<file path="src/srs_pkg.sv">
// ----------------------------------------------------------------------------
// srs_pkg
// Types, codes and constants shared by the stepper run supervisor modules.
// ----------------------------------------------------------------------------
`default_nettype none

package srs_pkg;

	typedef enum logic [1:0] {
		CMD_TICK  = 2'd0,
		CMD_MOVE  = 2'd1,
		CMD_STOP  = 2'd2,
		CMD_CLEAR = 2'd3
	} cmd_t;

	typedef enum logic [1:0] {
		MODE_IDLE  = 2'd0,
		MODE_RUN   = 2'd1,
		MODE_FAULT = 2'd2
	} mode_t;

	typedef enum logic [1:0] {
		LOAD_NORMAL  = 2'd0,
		LOAD_REDUCED = 2'd1,
		LOAD_STOPPED = 2'd2
	} load_t;

	typedef enum logic [2:0] {
		REASON_NONE     = 3'd0,
		REASON_NORMAL   = 3'd1,
		REASON_TIMEOUT  = 3'd2,
		REASON_OVERLOAD = 3'd3,
		REASON_DRVFAULT = 3'd4
	} reason_t;

	typedef enum logic [2:0] {
		REG_COMMAND_SPEED    = 3'd0,
		REG_TORQUE_THRESHOLD = 3'd1,
		REG_REDUCED_SPEED    = 3'd2,
		REG_LOW_TO_REDUCE    = 3'd3,
		REG_LOW_TO_STOP      = 3'd4,
		REG_UP_LEG_LIMIT     = 3'd5,
		REG_DOWN_LEG_LIMIT   = 3'd6,
		REG_RUN_LIMIT_TICKS  = 3'd7
	} reg_idx_t;

	localparam int CFG_DATA_W = 24;

	localparam logic [12:0] SPEED_MAX        = 13'd8000;
	localparam logic [3:0]  SAMPLE_TICKS     = 4'd10;
	localparam logic [4:0]  COUNT_MAX        = 5'd31;
	localparam logic [15:0] TICKS_MAX        = 16'hFFFF;

	localparam logic [12:0] RST_COMMAND_SPEED = 13'd500;
	localparam logic [11:0] RST_TORQUE_THRESH = 12'd400;
	localparam logic [12:0] RST_REDUCED_SPEED = 13'd800;
	localparam logic [4:0]  RST_LOW_TO_REDUCE = 5'd6;
	localparam logic [4:0]  RST_LOW_TO_STOP   = 5'd24;
	localparam logic [23:0] RST_UP_LEG_LIMIT  = 24'd4697;
	localparam logic [23:0] RST_DOWN_LEG_LIMIT = 24'd4972;
	localparam logic [15:0] RST_RUN_LIMIT     = 16'd6000;

	typedef struct packed {
		logic [1:0]  cmd;
		logic        move_dir;
		logic [23:0] move_steps;
		logic        timer_running;
		logic [23:0] steps_done;
		logic        driver_fault_bit;
		logic        driver_stall_bit;
		logic        fault_pin_low;
		logic [11:0] torque_count;
	} srs_in_t;

	typedef struct packed {
		logic [1:0]  mode;
		logic        accepted;
		logic        driver_enable;
		logic        timer_start;
		logic        timer_stop;
		logic [23:0] step_target;
		logic [12:0] speed_now;
		logic [1:0]  load_state;
		logic [2:0]  stop_reason;
		logic [1:0]  switch_errors;
		logic        clear_driver_fault;
	} srs_out_t;

	typedef struct packed {
		logic [12:0] command_speed;
		logic [11:0] torque_threshold;
		logic [12:0] reduced_speed;
		logic [4:0]  low_to_reduce;
		logic [4:0]  low_to_stop;
		logic [23:0] up_leg_limit;
		logic [23:0] down_leg_limit;
		logic [15:0] run_limit_ticks;
	} srs_cfg_t;

	typedef struct packed {
		logic        speed_wr;
		logic [12:0] speed;
		logic        clear_low;
	} srs_cfg_evt_t;

	typedef struct packed {
		mode_t       run_mode;
		logic        leg_dir;
		logic        fault_latch;
		logic        stall_latch;
		load_t       load_mode;
		logic [4:0]  low_run;
		logic [4:0]  reduced_low_run;
		logic [15:0] ticks_in_move;
		logic [3:0]  sample_divider;
		logic [12:0] active_speed;
		logic [1:0]  switch_error_bits;
		reason_t     last_reason;
	} srs_state_t;

	function automatic logic [12:0] clamp_speed(input logic [12:0] v);
		logic [12:0] r;
		r = v;
		if (v == 13'd0) begin
			r = 13'd1;
		end else if (v > SPEED_MAX) begin
			r = SPEED_MAX;
		end
		return r;
	endfunction

endpackage

`default_nettype wire

</file>
<file path="src/srs_cfg_regs.sv">
// ----------------------------------------------------------------------------
// srs_cfg_regs
// Configuration register file with write-time clamping and side-effect events.
// ----------------------------------------------------------------------------
`default_nettype none

module srs_cfg_regs (
	input  wire logic                            clk,
	input  wire logic                            arst_n,
	input  wire logic                            wr_en,
	input  wire logic [2:0]                      wr_index,
	input  wire logic [srs_pkg::CFG_DATA_W-1:0]  wr_data,
	output srs_pkg::srs_cfg_t                    cfg,
	output srs_pkg::srs_cfg_evt_t                evt
);
	import srs_pkg::*;

	srs_cfg_t    cfg_q;
	logic [11:0] thresh_wr;

	assign thresh_wr = (wr_data[11:0] == 12'd0) ? 12'd1 : wr_data[11:0];

	always_ff @(posedge clk or negedge arst_n) begin
		if (!arst_n) begin
			cfg_q.command_speed    <= RST_COMMAND_SPEED;
			cfg_q.torque_threshold <= RST_TORQUE_THRESH;
			cfg_q.reduced_speed    <= RST_REDUCED_SPEED;
			cfg_q.low_to_reduce    <= RST_LOW_TO_REDUCE;
			cfg_q.low_to_stop      <= RST_LOW_TO_STOP;
			cfg_q.up_leg_limit     <= RST_UP_LEG_LIMIT;
			cfg_q.down_leg_limit   <= RST_DOWN_LEG_LIMIT;
			cfg_q.run_limit_ticks  <= RST_RUN_LIMIT;
		end else if (wr_en) begin
			unique case (reg_idx_t'(wr_index))
				REG_COMMAND_SPEED:    cfg_q.command_speed <= clamp_speed(wr_data[12:0]);
				REG_TORQUE_THRESHOLD: cfg_q.torque_threshold <= thresh_wr;
				REG_REDUCED_SPEED:    cfg_q.reduced_speed <= clamp_speed(wr_data[12:0]);
				REG_LOW_TO_REDUCE:    cfg_q.low_to_reduce <= wr_data[4:0];
				REG_LOW_TO_STOP:      cfg_q.low_to_stop <= wr_data[4:0];
				REG_UP_LEG_LIMIT:     cfg_q.up_leg_limit <= wr_data[23:0];
				REG_DOWN_LEG_LIMIT:   cfg_q.down_leg_limit <= wr_data[23:0];
				REG_RUN_LIMIT_TICKS:  cfg_q.run_limit_ticks <= wr_data[15:0];
				default: begin
				end
			endcase
		end
	end

	assign cfg = cfg_q;

	always_comb begin
		evt.speed_wr  = wr_en && (reg_idx_t'(wr_index) == REG_COMMAND_SPEED);
		evt.speed     = clamp_speed(wr_data[12:0]);
		evt.clear_low = wr_en && (reg_idx_t'(wr_index) == REG_TORQUE_THRESHOLD);
	end

endmodule

`default_nettype wire

</file>
<file path="src/srs_step_core.sv">
// ----------------------------------------------------------------------------
// srs_step_core
// Supervisor state register and the single-pass next-state and result logic.
// ----------------------------------------------------------------------------
`default_nettype none

module srs_step_core (
	input  wire logic                   clk,
	input  wire logic                   arst_n,
	input  wire logic                   step_en,
	input  wire srs_pkg::srs_in_t       item,
	input  wire srs_pkg::srs_cfg_t      cfg,
	input  wire srs_pkg::srs_cfg_evt_t  evt,
	output srs_pkg::srs_out_t           res
);
	import srs_pkg::*;

	srs_state_t  st_q;
	srs_state_t  nx;
	logic [15:0] ticks_inc;
	logic [3:0]  div_inc;
	logic [4:0]  low_inc;
	logic [4:0]  rlow_inc;
	logic        torque_low;
	logic        up_hit;
	logic        down_hit;
	logic        fault_hit;
	logic        timeout_hit;
	logic        accepted;
	logic        tstart;
	logic        tstop;
	logic        clr;
	logic [23:0] target;

	always_comb begin
		ticks_inc   = (st_q.ticks_in_move == TICKS_MAX) ? TICKS_MAX : st_q.ticks_in_move + 16'd1;
		div_inc     = st_q.sample_divider + 4'd1;
		low_inc     = (st_q.low_run == COUNT_MAX) ? COUNT_MAX : st_q.low_run + 5'd1;
		rlow_inc    = (st_q.reduced_low_run == COUNT_MAX) ? COUNT_MAX :
		              st_q.reduced_low_run + 5'd1;
		torque_low  = item.torque_count < cfg.torque_threshold;
		up_hit      = !st_q.leg_dir && (item.steps_done >= cfg.up_leg_limit);
		down_hit    = st_q.leg_dir && (item.steps_done >= cfg.down_leg_limit);
		fault_hit   = item.driver_fault_bit || item.driver_stall_bit || item.fault_pin_low;
		timeout_hit = ticks_inc >= cfg.run_limit_ticks;
	end

	always_comb begin
		nx       = st_q;
		accepted = 1'b0;
		tstart   = 1'b0;
		tstop    = 1'b0;
		clr      = 1'b0;
		target   = '0;
		unique case (cmd_t'(item.cmd))
			CMD_MOVE: begin
				if (st_q.run_mode != MODE_FAULT) begin
					accepted           = 1'b1;
					tstart             = 1'b1;
					tstop              = 1'b1;
					target             = item.move_steps;
					clr                = st_q.fault_latch;
					nx.leg_dir         = item.move_dir;
					nx.fault_latch     = 1'b0;
					nx.load_mode       = LOAD_NORMAL;
					nx.low_run         = '0;
					nx.reduced_low_run = '0;
					nx.active_speed    = cfg.command_speed;
					nx.ticks_in_move   = '0;
					nx.sample_divider  = '0;
					nx.run_mode        = MODE_RUN;
				end
			end
			CMD_STOP: begin
				tstop          = 1'b1;
				nx.run_mode    = MODE_IDLE;
				nx.load_mode   = LOAD_NORMAL;
				nx.last_reason = REASON_NORMAL;
			end
			CMD_CLEAR: begin
				clr                  = 1'b1;
				nx.fault_latch       = 1'b0;
				nx.stall_latch       = 1'b0;
				nx.switch_error_bits = '0;
				if (st_q.run_mode == MODE_FAULT) begin
					nx.run_mode = MODE_IDLE;
				end
			end
			CMD_TICK: begin
				if (st_q.run_mode != MODE_FAULT) begin
					nx.fault_latch = item.driver_fault_bit;
					nx.stall_latch = item.driver_stall_bit;
				end
				if (st_q.run_mode == MODE_RUN) begin
					nx.ticks_in_move = ticks_inc;
					if (!item.timer_running) begin
						nx.run_mode    = MODE_IDLE;
						nx.last_reason = REASON_NORMAL;
					end else if (up_hit || down_hit) begin
						tstop                = 1'b1;
						nx.run_mode          = MODE_IDLE;
						nx.load_mode         = LOAD_NORMAL;
						nx.switch_error_bits = st_q.switch_error_bits | {down_hit, up_hit};
						nx.last_reason       = REASON_OVERLOAD;
					end else if (fault_hit) begin
						tstop          = 1'b1;
						nx.run_mode    = MODE_FAULT;
						nx.last_reason = REASON_DRVFAULT;
					end else if (timeout_hit) begin
						tstop          = 1'b1;
						nx.run_mode    = MODE_IDLE;
						nx.load_mode   = LOAD_NORMAL;
						nx.last_reason = REASON_TIMEOUT;
					end else if (div_inc >= SAMPLE_TICKS) begin
						nx.sample_divider = '0;
						if (torque_low) begin
							if (st_q.load_mode == LOAD_REDUCED) begin
								nx.reduced_low_run = rlow_inc;
								if (rlow_inc >= cfg.low_to_stop) begin
									tstop          = 1'b1;
									nx.run_mode    = MODE_IDLE;
									nx.load_mode   = LOAD_STOPPED;
									nx.last_reason = REASON_OVERLOAD;
								end
							end else begin
								nx.low_run = low_inc;
								if (low_inc >= cfg.low_to_reduce) begin
									nx.reduced_low_run = '0;
									nx.load_mode       = LOAD_REDUCED;
									nx.active_speed    = cfg.reduced_speed;
								end
							end
						end else begin
							nx.low_run         = '0;
							nx.reduced_low_run = '0;
							if (st_q.load_mode == LOAD_REDUCED) begin
								nx.active_speed = cfg.command_speed;
							end
							nx.load_mode = LOAD_NORMAL;
						end
					end else begin
						nx.sample_divider = div_inc;
					end
				end
			end
			default: begin
			end
		endcase
	end

	always_comb begin
		res.mode               = nx.run_mode;
		res.accepted           = accepted;
		res.driver_enable      = (nx.run_mode == MODE_RUN);
		res.timer_start        = tstart;
		res.timer_stop         = tstop;
		res.step_target        = target;
		res.speed_now          = nx.active_speed;
		res.load_state         = nx.load_mode;
		res.stop_reason        = nx.last_reason;
		res.switch_errors      = nx.switch_error_bits;
		res.clear_driver_fault = clr;
	end

	always_ff @(posedge clk or negedge arst_n) begin
		if (!arst_n) begin
			st_q.run_mode          <= MODE_IDLE;
			st_q.leg_dir           <= 1'b0;
			st_q.fault_latch       <= 1'b0;
			st_q.stall_latch       <= 1'b0;
			st_q.load_mode         <= LOAD_NORMAL;
			st_q.low_run           <= '0;
			st_q.reduced_low_run   <= '0;
			st_q.ticks_in_move     <= '0;
			st_q.sample_divider    <= '0;
			st_q.active_speed      <= RST_COMMAND_SPEED;
			st_q.switch_error_bits <= '0;
			st_q.last_reason       <= REASON_NONE;
		end else if (step_en) begin
			st_q <= nx;
		end else begin
			if (evt.speed_wr) begin
				st_q.active_speed <= evt.speed;
			end
			if (evt.clear_low) begin
				st_q.low_run         <= '0;
				st_q.reduced_low_run <= '0;
			end
		end
	end

endmodule

`default_nettype wire

</file>
<file path="src/stepper_run_supervisor_unit.sv">
// ----------------------------------------------------------------------------
// stepper_run_supervisor_unit
// An accepted transaction sits in the input register until its result is registered.
// Throughput: one per cycle without stalls; the result register frees as it is taken.
// The supervisor state updates in a single pass between input and result registers.
// Reset: asynchronous, active low; idle mode, default registers, no pending results.
// Configuration writes are taken every cycle and apply on the following edge.
// ----------------------------------------------------------------------------
`default_nettype none

module stepper_run_supervisor_unit (
	input  wire logic                            clk,
	input  wire logic                            arst_n,
	input  wire logic                            in_valid,
	output logic                                 in_ready,
	input  wire srs_pkg::srs_in_t                in_data,
	output logic                                 out_valid,
	input  wire logic                            out_ready,
	output srs_pkg::srs_out_t                    out_data,
	input  wire logic                            cfg_valid,
	output logic                                 cfg_ready,
	input  wire logic [2:0]                      cfg_index,
	input  wire logic [srs_pkg::CFG_DATA_W-1:0]  cfg_data
);
	import srs_pkg::*;

	logic         valid_s1;
	srs_in_t      item_s1;
	logic         out_valid_q;
	srs_out_t     out_data_q;
	logic         advance;
	srs_cfg_t     cfg;
	srs_cfg_evt_t evt;
	srs_out_t     res;

	assign advance   = valid_s1 && (!out_valid_q || out_ready);
	assign in_ready  = !valid_s1 || advance;
	assign cfg_ready = 1'b1;

	srs_cfg_regs u_cfg (
		.clk      (clk),
		.arst_n   (arst_n),
		.wr_en    (cfg_valid),
		.wr_index (cfg_index),
		.wr_data  (cfg_data),
		.cfg      (cfg),
		.evt      (evt)
	);

	srs_step_core u_core (
		.clk     (clk),
		.arst_n  (arst_n),
		.step_en (advance),
		.item    (item_s1),
		.cfg     (cfg),
		.evt     (evt),
		.res     (res)
	);

	always_ff @(posedge clk or negedge arst_n) begin
		if (!arst_n) begin
			valid_s1 <= 1'b0;
		end else if (in_ready) begin
			valid_s1 <= in_valid;
		end
	end

	always_ff @(posedge clk) begin
		if (in_ready && in_valid) begin
			item_s1 <= in_data;
		end
	end

	always_ff @(posedge clk or negedge arst_n) begin
		if (!arst_n) begin
			out_valid_q <= 1'b0;
		end else if (advance) begin
			out_valid_q <= 1'b1;
		end else if (out_ready) begin
			out_valid_q <= 1'b0;
		end
	end

	always_ff @(posedge clk) begin
		if (advance) begin
			out_data_q <= res;
		end
	end

	assign out_valid = out_valid_q;
	assign out_data  = out_data_q;

endmodule

`default_nettype wire

</file>
<file path="config.mk">
export PLATFORM = sky130hd
export DESIGN_NAME = stepper_run_supervisor_unit
export DESIGN_NICKNAME = d
export VERILOG_FILES = /design/src/srs_pkg.sv /design/src/srs_cfg_regs.sv /design/src/srs_step_core.sv /design/src/stepper_run_supervisor_unit.sv
export SDC_FILE = /design/constraint.sdc
export NUM_CORES = 1
export LEC_CHECK = 0
export BUFFER_PORTS_ARGS = -buffer_cell sky130_fd_sc_hd__buf_2
export CAP_MARGIN = 25
export CORE_MARGIN = 4
export CORE_UTILIZATION = 60
export CTS_BUF_LIST = sky130_fd_sc_hd__clkbuf_8
export CTS_CLUSTER_SIZE = 30
export DETAILED_ROUTE_END_ITERATION = 6
export HOLD_SLACK_MARGIN = 0.12
export PLACE_DENSITY = 0.88
export SETUP_SLACK_MARGIN = 0.05
export SYNTH_ARGS = -nofsm -noshare
export SYNTH_HDL_FRONTEND = slang
export SYNTH_SLANG_ARGS = --single-unit
export TNS_END_PERCENT = 20
</file>
<file path="constraint.sdc">
create_clock -name clk -period 6.1 [get_ports clk]
set_input_delay 0 -clock clk [delete_from_list [all_inputs] [get_ports clk]]
set_output_delay 0 -clock clk [all_outputs]
set_load 0.005 [all_outputs]
</file>
Word level (Yosys, flattened, before mapping):

Index checks and enable logic that the tools add are counted.

* $add $sub $neg: 4
* bitwise logic cells: 1
* eq/ne operators: 35
* shift-type cells: 0
* divide/modulo/power cells: 0
* multiplexer cells: 78
* reduce and logical (&&, ||, !) cells: 38
* order comparisons: 8
* multiply operators: 0

Operator list (number)
* $mux W13: 9
* $pmux W43 S2: 1
* $mux W12: 5
* $mux W17: 3
* $mux W50: 1
* $ge A24 B24 Y1: 2
* $mux W45: 1
* $mux W10: 4
* $mux W2: 17
* $mux W5: 5
* $mux W3: 8
* $reduce_and A10 Y1: 2
* $mux W19: 1
* $reduce_and A2 Y1: 9
* $add A16 B1 Y16 const B: 1
* $eq A16 B16 Y1 const B: 1
* $ge A16 B16 Y1: 1
* $mux W16: 1
* $gt A13 B13 Y1 const B: 1
* $logic_not A13 Y1: 1
* $mux W1: 13
* $eq A3 B3 Y1 const B: 4
* $logic_not A12 Y1: 1
* $lt A12 B12 Y1: 1
* 34 further kinds: 71

* output and inout port bits: 54
* bits in latches: 0
* ROM bits: 0
* memories: 0
* bits in writable memories: 0
* flip-flop bits (word level): 285

Depth between registers and ports, before layout:

* depth after elaboration: 14
* gate-level depth with buffers: 19

Modules after synthesis:

From an unflattened synthesis, not the netlist that was laid out.

* cell total of the unflattened synthesis: 1395
* area, all modules: 14934.3 µm²

Modules (own cells, without submodules)
* srs_step_core: cells each 926, instances 1, seq. area each 1358.8 µm², area an instance 6869.1 µm²
* srs_cfg_regs: cells each 341, instances 1, seq. area each 2847.7 µm², area an instance 4406.7 µm²
* stepper_run_supervisor_unit: cells each 128, instances 1, seq. area each 3593.4 µm², area an instance 3658.5 µm²

Least setup slack after synthesis:

Ideal clock, no wire load.

* path kind: register -> register
* start point: register u_core.st_q[22] (netlist name)
* end point: register out_data_q, in the netlist out_data[47], data pin
* setup time: 176 ps
* arrival: 3782 ps
* setup slack: 2141 ps
* buffers on the path: 3
* cell stages (with the launch flop): 20
* cell sequence: dfrtp_1 -> ha_1 -> and3_1 -> and3_1 -> clkbuf_1 -> nand2_1 -> nor2_1 -> nand4_1 -> clkbuf_1 -> nand2_1 -> ha_1 -> a21oi_1 -> o21ai_0 -> a221oi_1 -> o21a_1 -> and2_1 -> clkbuf_1 -> nand3_2 -> o31a_1 -> nor4_1

RTL lines
* start, declared: RTL line srs_step_core.sv:18 `srs_state_t st_q;`
* start signal, assigned: RTL line srs_step_core.sv:180 `st_q <= nx;`
* end signal, assigned: RTL line stepper_run_supervisor_unit.sv:86 `out_data_q <= res;`
* end, declared: RTL line stepper_run_supervisor_unit.sv:30 `srs_out_t out_data_q;`

==> results.toml <==
[clock_network]
root_buffer = "clkbuf_8"
cts.sinks = 285
cts.clk_slew.worst_paths_ps = 60
htree_levels = 2
numCtsBuffers = 47
tritoncts = "built"
clockBufferDepth = 3
post_cts_buffers = 0
clk_latency_ps = 580

[placed_design]
dp_hpwl_um = 23320
portBuffers = 151
place_area_um2 = 15460
gp_congestion = 0.9382

[detailed_routing]
ant_nets = 0
drtIter0Drc = 1341
drc = 0
vias = 11780
routed_wl_um = 38900
first_pass_iters = 6
post_drt_wl_per_cell_um = 20.03
viasPerCell = 6.064

[critical_path]
end_kind = "flop"
r2r_end = "out_data[16]"
regToRegSetupSlack_ps = 1160
r2r_start = "u_core.st_q[22]"
crit_required_ps = 6400
critPathKind = "reg -> reg"
slowest_stage = "nand3_1"
crit_fanout = 24
path_cells = "ha_1, and3_1, and3_1, nand2_1, nor2_1, nand4_1, nand2_1, ha_1, a21oi_1, o21ai_0, a221oi_1, o21a_1, and3_1, nand3_1, o21ai_0, o21ai_0"
setup.worst_path.start_class = "flop"
crit_path_max_incr_delay_ps = 620
cp.arrival_ps = 5240
ff2ff_path_depth = 16
crit_start = "u_core.st_q[22]"

[synth]
synth_xor_area_share_pct = 0.9113
syn_inst = 1327
yosys-top-cells-count = "165 x nand2_1, 126 x dfrtp_1, 117 x edfxtp_1, 99 x inv_1, 94 x ha_1"
syn_area_um2 = 14420
ys.flop_type = "dfrtp_1"
yosys.area.top_type = "edfxtp_1"
synth_cell_types = 68
synth_mux_area_share_pct = 6.518
synth-async-reset-ratio_pct = 58.95
synth_warnings = 0
ys_ff_latch = 285
synth-simple-area-share_pct = 12.73
avgSynthCellArea_um2 = 10.86
synth_top_family_by_area = "compound AO/OA/AOI/OAI gates"
yosysMostFrequentCell = "nand2_1"
synth_sequential_area_ratio_pct = 53.90
synth_fp_nets = 1520
synth_fa_ha_area_share_pct = 8.158
synth_edf_count = 117
synth_area_leaders = "edfxtp_1 24%, dfrtp_1 22%, ha_1 8.2%"
synth_compound_area_share_pct = 13.54
synth_top_area_share_pct = 24.37

[timing]
fmax_ghz = 0.2026
timing.final.crit_period_ps = 4936
hold_viol = 0
rsz0062_at_grt = "false"
final-setup-viol-count = 0
period_share_pct = 80.91
timing.hold.ws_ps = 76.95
slew_headroom_pct = 31.81
tightest_slew_ps = 1021
fin_tns_setup_ps = 0
finalMaxSlewViolations = 0
finClkSkew_ps = 24.21

[floorplanning]
core_um2 = 23540
dieArea_um2 = 26570
fp.dieH_um = 163.0
start_util_pct = 61.24
rows = 56
die-width_um = 163.0
boundaryPins = 153

[grt]
track_usage_pct = 28.97
grt_pass1_vias = 11950
grt_first_pass_wirelength_um = 61580
antenna_found_initial = 2
grt_start_max_net_pins = 98
overflow = 0

[final_layout]
fin_area_um2 = 17380
nets = 1777
nFillCells = 1488
syn_to_final_growth_pct = 20.56
post-route-util_pct = 73.83
drive_gt1_share_pct = 21.59

[power]
sw_frac_of_total_pct = 31.66
clkPwrFrac_pct = 29.5
pwr-share-seq_pct = 47.3
ir_worst_vdd_uv = 278.0
powerDensity_nw_per_um2 = 310.5
p_int_w = 0.003688
power_w = 0.005396
p_switching_w = 0.001709
power_frac_comb_pct = 23.2
p_leak_nw = 7.973

[flow_run]
cap_violations = 0

[min_path]
hold_class = "in -> async"

[status]
status = "completed"
## layout make-up
cell class              count  area, um2  area share (%)
inverters                 100      375.4           2.160
clock inverters            33      143.9          0.8279
flip-flops and latches    285       7770           44.71
multi-input cells         883       6045           34.78
clock buffers              53      729.5           4.197
diodes                      2      5.005         0.02880
repair buffers            267       1913           11.01
well taps                 319      399.1           2.296
## per-stage QoR
step | instances | setup WS, ps
floorplan | 1327 | 2141
global placement | 1749 | 1516
detailed placement | 1750 | 1270
CTS | 1940 | 1243
global route | 1942 | 608.2
finish | 1942 | 1164
## cell usage in the layout, fill, tap and decap left out, types with 4 or more instances in the layout
| master | netlist | layout |
|---|---|---|
| nor2b_1 | 16 | 16 |
| dfrtp_1 | 126 | 126 |
| clkbuf_8 | 0 | 53 |
| dlygate4sd3_1 | 0 | 104 |
| nand2_1 | 165 | 165 |
| nor3_1 | 22 | 22 |
| nand2b_1 | 19 | 19 |
| mux2i_1 | 14 | 14 |
| nand3_1 | 27 | 27 |
| nor4_1 | 4 | 4 |
| a21o_1 | 12 | 12 |
| or3_1 | 7 | 7 |
| a31oi_1 | 24 | 24 |
| buf_2 | 3 | 150 |
| clkinv_1 | 0 | 4 |
| a211oi_1 | 8 | 8 |
| o21ai_0 | 91 | 90 |
| o21a_1 | 5 | 5 |
| o22a_1 | 8 | 8 |
| a21oi_1 | 75 | 75 |
| xor2_1 | 7 | 7 |
| inv_1 | 99 | 120 |
| edfxtp_1 | 117 | 117 |
| o221ai_1 | 4 | 4 |
| nand4_1 | 17 | 17 |
| nor2_1 | 38 | 38 |
| and2_1 | 8 | 7 |
| a22oi_1 | 6 | 6 |
| o22ai_1 | 6 | 6 |
| mux2_2 | 71 | 71 |
| xnor2_1 | 8 | 8 |
| a22o_1 | 26 | 26 |
| ha_1 | 94 | 94 |
| o31ai_1 | 9 | 9 |
| and3_1 | 41 | 41 |
| dfstp_2 | 42 | 42 |
| buf_4 | 2 | 11 |
| clkinv_2 | 0 | 5 |
| o211ai_1 | 9 | 9 |
## layer usage
| metal | wire [um] | part of all wire (%) | GRT usage, % | vias up |
|---|---|---|---|---|
| met5 | 0 | 0 | 0 | - |
| met2 | 18450 | 47 | 47.34 | 665 |
| met4 | 2441 | 6.3 | 16.09 | 0 |
| met3 | 3438 | 8.8 | 5.492 | 199 |
| met1 | 14560 | 37 | 36.55 | 5594 |
| li1 | - | - | - | 5318 |
## flip-flops by register name, summed over array words and instances (netlist names)
signal,flops
item_s1,67
out_data,50
out_valid,1
u_cfg.cfg,112
u_core.st_q,54
valid_s1,1
## power groups by stage
stage	sequential, W	combinational, W	clock (W)
detailed placement	0.00257	0.00114	0
finish	0.00255	0.00125	0.00159
CTS	0.00254	0.00120	0.00158
global placement	0.00255	0.00107	0
floorplan	0.00251	0.000810	0
global route	0.00258	0.00139	0.00169
## cells by family after synthesis
group	Yosys count
AO/OA/AOI/OAI	308
XOR/XNOR	15
adder cells (fa/ha/maj)	94
buffers and inverters	159
flip-flops	285
multiplexers	85
other	1
AND/OR/NAND/NOR	380
## critical path: cells and delay by family (launching register included)
| kind | cells | cell delay [ps] |
|---|---|---|
| adders and majority gates | 2 | 460 |
| AOI/OAI and AO/OA | 6 | 1490 |
| and+or+nand+nor | 8 | 2320 |
| DFF | 1 | 390 |
## timing repair
action                                  4_1_cts  5_1_grt
gates resized for setup                       0        0
hold endpoints to repair                    289        0
endpoints found under the setup margin        0        0
hold buffers                                104        0
## worst max-delay path by stage
stage                         to  cells past startpoint
floorplan           out_data[47]                     19
global placement    out_data[20]                     16
detailed placement  out_data[16]                     16
CTS                 out_data[16]                     16
global route        out_data[15]                     16
finish              out_data[16]                     16
Note: power is estimated with default switching activity, not from simulation.
